--- src/rtl/fscc_pkg.sv ---
// Package for the framed stepper command controller.
// Holds field widths, operation codes, the result record and the phase table.
// Has no dependencies; used by framed_stepper_command_controller.
package fscc_pkg;

    localparam int OP_W    = 2;
    localparam int BYTE_W  = 8;
    localparam int COIL_W  = 4;
    localparam int POS_W   = 3;
    localparam int WORD_W  = 16;
    localparam int CNT_W   = 3;

    localparam logic [OP_W-1:0] OP_RX       = 2'd0;
    localparam logic [OP_W-1:0] OP_TICK     = 2'd1;
    localparam logic [OP_W-1:0] OP_CHOP_ON  = 2'd2;
    localparam logic [OP_W-1:0] OP_CHOP_OFF = 2'd3;

    localparam logic [BYTE_W-1:0] START_MARK = 8'hFF;
    localparam logic [CNT_W-1:0]  LAST_BYTE  = 3'd7;
    localparam int FRAME_STORE_DEPTH = 7;

    localparam logic [BYTE_W-1:0] CMD_STOP   = 8'd8;
    localparam logic [BYTE_W-1:0] CMD_CLOSED = 8'd9;
    localparam logic [BYTE_W-1:0] CMD_SINGLE_MAX = 8'd3;
    localparam logic [BYTE_W-1:0] CMD_CONT_MAX   = 8'd7;
    localparam logic [BYTE_W-1:0] CMD_WHOLE_SINGLE_MAX = 8'd1;
    localparam logic [BYTE_W-1:0] CMD_WHOLE_CONT_MAX   = 8'd5;

    typedef struct packed {
        logic [COIL_W-1:0] coil_drive;
        logic [POS_W-1:0]  step_position;
        logic [WORD_W-1:0] step_period;
        logic [WORD_W-1:0] dc_value;
        logic [BYTE_W-1:0] dc_command;
        logic              frame_done;
        logic              continuous_on;
    } res_t;

    function automatic logic [COIL_W-1:0] coil_pattern(input logic [POS_W-1:0] pos);
        logic [COIL_W-1:0] pat;
        case (pos)
            3'd0:    pat = 4'b1000;
            3'd1:    pat = 4'b1010;
            3'd2:    pat = 4'b0010;
            3'd3:    pat = 4'b0110;
            3'd4:    pat = 4'b0100;
            3'd5:    pat = 4'b0101;
            3'd6:    pat = 4'b0001;
            3'd7:    pat = 4'b1001;
            default: pat = 4'b0000;
        endcase
        return pat;
    endfunction

    function automatic logic [POS_W-1:0] step_pos(input logic [POS_W-1:0] pos,
                                                  input logic whole,
                                                  input logic fwd);
        logic [POS_W:0] sum;
        logic [POS_W:0] dec;
        logic [POS_W-1:0] res;
        sum = {1'b0, pos} + 4'd1 + {3'd0, whole};
        dec = {1'b0, pos} - 4'd1 - {3'd0, whole};
        if (fwd)
        begin
            res = sum[POS_W] ? 3'd0 : sum[POS_W-1:0];
        end
        else
        begin
            if (dec[POS_W])
            begin
                res = whole ? 3'd6 : 3'd7;
            end
            else
            begin
                res = dec[POS_W-1:0];
            end
        end
        return res;
    endfunction

endpackage

--- src/rtl/framed_stepper_command_controller.sv ---
// Framed stepper command controller: frame assembly, half-step sequencer, coil gating.
// Depends on fscc_pkg for widths, operation codes, the result record and the phase table.
//
//  Channel | Handshake           | Beat contents
//  --------+---------------------+------------------------------------------------------
//  in      | in_valid, in_ready  | operation, rx_byte
//  out     | out_valid,out_ready | coil_drive, step_position, step_period, dc_value,
//          |                     | dc_command, frame_done, continuous_on
//
// The result of each input beat is registered into the output buffer.
// One beat per cycle is sustained while the output side keeps taking results.
// Results wait in a two-entry output buffer; in_ready drops only when both entries are full.
// Reset is asynchronous and active low.
module framed_stepper_command_controller
(
    input  logic                         clk,
    input  logic                         rst_n,
    input  logic                         in_valid,
    output logic                         in_ready,
    input  logic [fscc_pkg::OP_W-1:0]    operation,
    input  logic [fscc_pkg::BYTE_W-1:0]  rx_byte,
    output logic                         out_valid,
    input  logic                         out_ready,
    output logic [fscc_pkg::COIL_W-1:0]  coil_drive,
    output logic [fscc_pkg::POS_W-1:0]   step_position,
    output logic [fscc_pkg::WORD_W-1:0]  step_period,
    output logic [fscc_pkg::WORD_W-1:0]  dc_value,
    output logic [fscc_pkg::BYTE_W-1:0]  dc_command,
    output logic                         frame_done,
    output logic                         continuous_on
);
    import fscc_pkg::*;

    logic [BYTE_W-1:0] frame_bytes_reg [FRAME_STORE_DEPTH];
    logic [CNT_W-1:0]  byte_count_reg, byte_count_next;
    logic [POS_W-1:0]  phase_reg, phase_next;
    logic              whole_reg, whole_next;
    logic              cw_reg, cw_next;
    logic              cont_reg, cont_next;
    logic              stop_reg, stop_next;
    logic              closed_reg, closed_next;
    logic [WORD_W-1:0] period_reg, period_next;
    logic [WORD_W-1:0] dcval_reg, dcval_next;
    logic [BYTE_W-1:0] dccmd_reg, dccmd_next;
    logic [COIL_W-1:0] coil_reg, coil_next;
    logic              done_next;
    logic              store_we;

    logic [BYTE_W-1:0] cmd0, cmd1, sh, sl, dh, dl;
    logic              whole_frame;
    logic [POS_W-1:0]  phase_frame;

    logic [1:0]        count_reg;
    res_t              head_reg, skid_reg;
    res_t              res_new;
    logic              push, pop;

    assign in_ready = (count_reg != 2'd2);
    assign push     = in_valid && in_ready;
    assign out_valid = (count_reg != 2'd0);
    assign pop      = out_valid && out_ready;

    assign cmd0 = frame_bytes_reg[1];
    assign cmd1 = frame_bytes_reg[2];
    assign sh   = rx_byte[3] ? START_MARK : frame_bytes_reg[3];
    assign sl   = rx_byte[2] ? START_MARK : frame_bytes_reg[4];
    assign dh   = rx_byte[1] ? START_MARK : frame_bytes_reg[5];
    assign dl   = rx_byte[0] ? START_MARK : frame_bytes_reg[6];

    assign whole_frame = (cmd0 <= CMD_SINGLE_MAX) ? (cmd0 <= CMD_WHOLE_SINGLE_MAX) : whole_reg;
    assign phase_frame = step_pos(phase_reg, whole_frame, ~cmd0[0]);

    always_comb
    begin
        byte_count_next = byte_count_reg;
        phase_next      = phase_reg;
        whole_next      = whole_reg;
        cw_next         = cw_reg;
        cont_next       = cont_reg;
        stop_next       = stop_reg;
        closed_next     = closed_reg;
        period_next     = period_reg;
        dcval_next      = dcval_reg;
        dccmd_next      = dccmd_reg;
        coil_next       = coil_reg;
        done_next       = 1'b0;
        store_we        = 1'b0;
        case (operation)
            OP_RX:
            begin
                if (byte_count_reg == 3'd0)
                begin
                    if (rx_byte == START_MARK)
                    begin
                        store_we        = 1'b1;
                        byte_count_next = 3'd1;
                    end
                end
                else if (byte_count_reg != LAST_BYTE)
                begin
                    store_we        = 1'b1;
                    byte_count_next = byte_count_reg + 3'd1;
                end
                else
                begin
                    byte_count_next = 3'd0;
                    done_next       = 1'b1;
                    if (!closed_reg)
                    begin
                        period_next = {sh, sl};
                    end
                    dcval_next = {dh, dl};
                    dccmd_next = cmd1;
                    stop_next  = (cmd0 == CMD_STOP);
                    if (cmd0 <= CMD_SINGLE_MAX)
                    begin
                        closed_next = 1'b0;
                        whole_next  = whole_frame;
                        phase_next  = phase_frame;
                        cont_next   = 1'b0;
                    end
                    else if (cmd0 <= CMD_CONT_MAX)
                    begin
                        closed_next = 1'b0;
                        whole_next  = (cmd0 <= CMD_WHOLE_CONT_MAX);
                        cw_next     = ~cmd0[0];
                        cont_next   = 1'b1;
                    end
                    else if (cmd0 == CMD_STOP)
                    begin
                        closed_next = 1'b0;
                    end
                    else if (cmd0 == CMD_CLOSED)
                    begin
                        closed_next = 1'b1;
                    end
                    coil_next = coil_pattern(phase_next);
                end
            end
            OP_TICK:
            begin
                if (cont_reg && !stop_reg)
                begin
                    phase_next = step_pos(phase_reg, whole_reg, cw_reg);
                end
            end
            OP_CHOP_ON:
            begin
                coil_next = coil_pattern(phase_reg);
            end
            OP_CHOP_OFF:
            begin
                coil_next = '0;
            end
            default:
            begin
                coil_next = coil_reg;
            end
        endcase
    end

    always_comb
    begin
        res_new.coil_drive    = coil_next;
        res_new.step_position = phase_next;
        res_new.step_period   = period_next;
        res_new.dc_value      = dcval_next;
        res_new.dc_command    = dccmd_next;
        res_new.frame_done    = done_next;
        res_new.continuous_on = cont_next;
    end

    always_ff @(posedge clk)
    begin
        if (push && store_we)
        begin
            frame_bytes_reg[byte_count_reg] <= rx_byte;
        end
    end

    always_ff @(posedge clk or negedge rst_n)
    begin
        if (!rst_n)
        begin
            byte_count_reg <= '0;
            phase_reg      <= '0;
            whole_reg      <= 1'b1;
            cw_reg         <= 1'b1;
            cont_reg       <= 1'b0;
            stop_reg       <= 1'b0;
            closed_reg     <= 1'b0;
            period_reg     <= '0;
            dcval_reg      <= '0;
            dccmd_reg      <= '0;
            coil_reg       <= '0;
        end
        else if (push)
        begin
            byte_count_reg <= byte_count_next;
            phase_reg      <= phase_next;
            whole_reg      <= whole_next;
            cw_reg         <= cw_next;
            cont_reg       <= cont_next;
            stop_reg       <= stop_next;
            closed_reg     <= closed_next;
            period_reg     <= period_next;
            dcval_reg      <= dcval_next;
            dccmd_reg      <= dccmd_next;
            coil_reg       <= coil_next;
        end
    end

    always_ff @(posedge clk or negedge rst_n)
    begin
        if (!rst_n)
        begin
            count_reg <= 2'd0;
        end
        else if (push && !pop)
        begin
            count_reg <= count_reg + 2'd1;
        end
        else if (pop && !push)
        begin
            count_reg <= count_reg - 2'd1;
        end
    end

    always_ff @(posedge clk)
    begin
        if (push && pop)
        begin
            if (count_reg == 2'd2)
            begin
                head_reg <= skid_reg;
                skid_reg <= res_new;
            end
            else
            begin
                head_reg <= res_new;
            end
        end
        else if (pop)
        begin
            if (count_reg == 2'd2)
            begin
                head_reg <= skid_reg;
            end
        end
        else if (push)
        begin
            if (count_reg == 2'd0)
            begin
                head_reg <= res_new;
            end
            else
            begin
                skid_reg <= res_new;
            end
        end
    end

    assign coil_drive    = head_reg.coil_drive;
    assign step_position = head_reg.step_position;
    assign step_period   = head_reg.step_period;
    assign dc_value      = head_reg.dc_value;
    assign dc_command    = head_reg.dc_command;
    assign frame_done    = head_reg.frame_done;
    assign continuous_on = head_reg.continuous_on;

    // The output buffer holds at most two results.
    a_count_range: assert property (@(posedge clk) disable iff (!rst_n)
        count_reg != 2'd3)
        else $error("output buffer count out of range");

    // Events other than received bytes never move the frame position.
    a_count_hold: assert property (@(posedge clk) disable iff (!rst_n)
        push && operation != OP_RX |=> $stable(byte_count_reg))
        else $error("frame position moved on a non-byte event");

    // A chop-off beat leaves the coils released.
    a_chop_off: assert property (@(posedge clk) disable iff (!rst_n)
        push && operation == OP_CHOP_OFF |=> coil_reg == '0)
        else $error("coils not released after chop off");

    // A tick with stepping disabled or stopped leaves the position alone.
    a_tick_idle: assert property (@(posedge clk) disable iff (!rst_n)
        push && operation == OP_TICK && (!cont_reg || stop_reg) |=> $stable(phase_reg))
        else $error("position moved on an idle tick");

    // A completed frame always returns the assembler to waiting for a start byte.
    a_frame_end: assert property (@(posedge clk) disable iff (!rst_n)
        push && done_next |=> byte_count_reg == 3'd0)
        else $error("frame assembler not reset after a frame");

endmodule
--- config.mk ---
export PLATFORM = sky130hd
export DESIGN_NAME = framed_stepper_command_controller
export DESIGN_NICKNAME = d
export VERILOG_FILES = /design/src/rtl/fscc_pkg.sv /design/src/rtl/framed_stepper_command_controller.sv
export SDC_FILE = /design/constraint.sdc
export NUM_CORES = 1
export LEC_CHECK = 0
export ABC_AREA = 1
export BUFFER_PORTS_ARGS = -buffer_cell sky130_fd_sc_hd__buf_2
export CAP_MARGIN = 30
export CORE_ASPECT_RATIO = 2
export CORE_MARGIN = 4
export CORE_UTILIZATION = 25
export DETAILED_ROUTE_END_ITERATION = 7
export GPL_ROUTABILITY_DRIVEN = 0
export PLACE_DENSITY_LB_ADDON = 0.05
export SLEW_MARGIN = 20
export SYNTH_ARGS = -nofsm -noshare
export SYNTH_HDL_FRONTEND = slang
export SYNTH_SLANG_ARGS = --single-unit
--- constraint.sdc ---
create_clock -name clk -period 9.3 [get_ports clk]
set_input_delay 1.86 -clock clk [delete_from_list [all_inputs] [get_ports clk]]
set_output_delay 1.86 -clock clk [all_outputs]
set_load 0.05 [all_outputs]
==> metrics.txt <==
post-synthesis adder-cell area fraction 2.44%; routed wl met2 16.7 mm; ratio of final minimum period to clock period 43.4%; pre-CTS WS 4.68 ns; worst-path maximum fanout 49; Final Hold Vio Count 0; Critical Path Start Type input pin; pwr dens 348 nW/µm²; Via Count 7221; mux share of post-synthesis cell area 0%; DR DRC count 0; clock tree buffer depth 3; switch share 41.6%; Setup Buffers After CTS 0; CTS Buf Count 22; Final HPWL DP 18.6 mm; iteration count of the initial detailed-routing pass 5; total negative slack 0 ns; commonest cells in the netlist o21ai_0 (167), nand2_1 (148), edfxtp_1 (146); Critical Path AT 4.17 ns; storage element area 5810 µm²; ANT cells 0; main combinational cell family by area after synthesis compound AO/OA/AOI/OAI gates; Max Transition Viols Final 0; Gate power share 38.9%; cell internal pwr 2.33 mW; Worst setup EP type flip-flop; Yosys warnings 0; worst hold-check path type flip-flop to flip-flop; leakage power total 4.67 nW; IO Pins 65; CTS tree yes; fmax 0.248 GHz; max reg flops 49; final setup fails 0; CP Data Required Time 9.43 ns; DR iter-0 viols 398; Post-Syn Area 9750 µm²; met3 wire len 996 µm; worst skew pair latency 0.51 ns; remaining antenna violation count 0; most frequent cell after synthesis o21ai_0; EDFF count, synth 146; vias per std cell 4.54; top cell type's share of synthesized area 45.0%; largest cells by area after synthesis edfxtp_1 (45%), dfrtp_1 (14%), o21ai_0 (8.6%); Top Layer Used met4; clock root buffer clkbuf_16; Final min period 4.03 ns; pin count of the biggest net entering global routing 72; Syn-to-layout area delta 17.5%; Die H 287 µm; CTS Sinks 203; PortBufs 64; Post-Syn Instances 994; Max Cap Violations 0; Die ar. 42400 µm²; Routed wire per std cell 18.4 µm; Max VDD drop 0.174 mV; DRT Wirelength 29.2 mm; status completed; sequential power share 36.9%; post-synthesis xor/xnor area fraction 0.436%; vias in the first global route 7367; simple-gate portion of the synthesized area 15.3%; H-Tree Level Count 1; Rel. slew slack 36.9%; post-synthesis sequential area ratio 59.6%; Finished Core Util 29.6%; Setup WS post-layout 5.27 ns; NetSw 1.66 mW; Core Area 38700 µm²; met1 wire length 10.9 mm; post-synth cell types 46; first-pass GRT wire length 44.5 mm; ys flop type edfxtp_1; Compound-Gate Fraction of Synth Area 15.8%; syn nets 1027; die width 148 µm; Worst-Margin Slew 0.945 ns; dominant cell type by area after synthesis edfxtp_1; Max Clock Skew 0.0157 ns; clock share of power 24.2%; total gr overflow 0; initial antenna violation count 0; kind of critical path input pin to flip-flop; layout cells sized above 1 17.8%; Cell Rows 102; RSZ-0062 raised after global routing false; Initial Utilization 25.2%; post_cts resized 0; syn_area_per_cell 9.81 µm²; GR Util All Layers 13.7%; ys async rst share 28.1%; total power 3.98 mW; Synth Register Bits 203; Nets 1086; CTS clock-pin slew for the worst setup and hold paths 0.07 ns; Multi-input gate area 3340 µm²; number of fill cells in the layout 4059; hold buffer count at CTS 0
## kinds of logic (layout without fill, tap and decap cells)
group / count (synthesis) / in the layout
AO/OA/AOI/OAI: 271 / 271
XOR/XNOR: 4 / 4
adder cells (fa/ha/maj): 19 / 19
buffers and inverters: 156 / 231
flip-flops: 203 / 203
AND/OR/NAND/NOR: 341 / 341
## worst max-delay path, stage by stage
cell    delay [ns]
buf_2         0.10
inv_1         0.11
nor2_4        0.05
buf_4         0.21
ha_1          0.52
buf_4         0.42
nor3_2        0.21
buf_4         0.62
## placed cells by master, fill, tap and decap left out, types with 2 or more instances in the layout
master	netlist	routed
o21ai_0	167	167
nand2_1	148	147
edfxtp_1	146	146
nor2_1	118	117
inv_1	81	80
buf_2	7	64
dfrtp_1	55	55
o22ai_1	53	53
nand3_1	33	33
inv_2	24	25
clkbuf_16	0	23
ha_1	19	19
buf_4	2	17
nand2_2	13	14
o21ai_1	12	12
a21oi_1	12	12
nor3_1	9	8
nand4_1	6	6
o22ai_2	6	6
nor2_4	4	5
o21ai_2	5	5
clkbuf_8	0	5
clkinv_1	2	4
clkbuf_1	30	4
o21bai_1	3	3
o211ai_1	3	3
bufinv_16	0	3
nor3_2	1	2
a31oi_1	2	2
xor2_1	2	2
inv_4	2	2
nor2_8	2	2
nand3_2	2	2
a22oi_1	2	2
clkinv_2	0	2
dfstp_2	2	2
## power by group through the flow
| stage | registers (mW) | clock network [mW] | logic, mW |
|---|---|---|---|
| after floorplan | 1.81 | 0 | 0.816 |
| after global placement | 1.49 | 0 | 1.57 |
| after detailed placement | 1.49 | 0 | 1.58 |
| after CTS | 1.48 | 1.00 | 1.59 |
| after global routing | 1.50 | 1.03 | 1.71 |
| final | 1.47 | 0.964 | 1.55 |
## stage by stage
step                      cell area, µm²  instances  hold slack, ns
final                              11500       1589           0.465
after global routing               11500       1589           0.512
after CTS                          11400       1588           0.471
after detailed placement           10700       1548           0.474
after global placement             10700       1548           0.463
after floorplan                     9750        994           0.428
## final timing paths
| kind | startpoint | to | slack (ns) | depth (start not counted) |
|---|---|---|---|---|
| max in group asynchronous | rst_n | dcval_reg[15] | 7.32 | 3 |
| min in group asynchronous | rst_n | coil_reg[0] | 1.38 | 2 |
| max reg2reg | phase_reg[0] | coil_drive[0] | 6.15 | 20 |
| max | in_valid | skid_reg[22] | 5.27 | 8 |
| min | frame_bytes_reg[1][1] | whole_reg | 0.46 | 1 |
| min reg2reg | frame_bytes_reg[1][1] | whole_reg | 0.46 | 1 |
## area by class of cell
class                           instances  share of cell area (%)
Timing Repair Buffer                   82                    4.08
Clock buffer                           32                    5.75
Clock inverter                          8                    1.04
Sequential cell                       203                    50.7
Tap cell                              520                    5.68
Multi-Input combinational cell        635                    29.1
Inverter                              109                    3.61
## routing by layer
layer / up-vias / GRT usage (%)
li1: 3539 / -
met3: 42 / 1.55
met1: 3499 / 14.3
met5: - / 0
met2: 141 / 27.8
met4: 0 / 3.99
(Power assumes the default switching activity.)
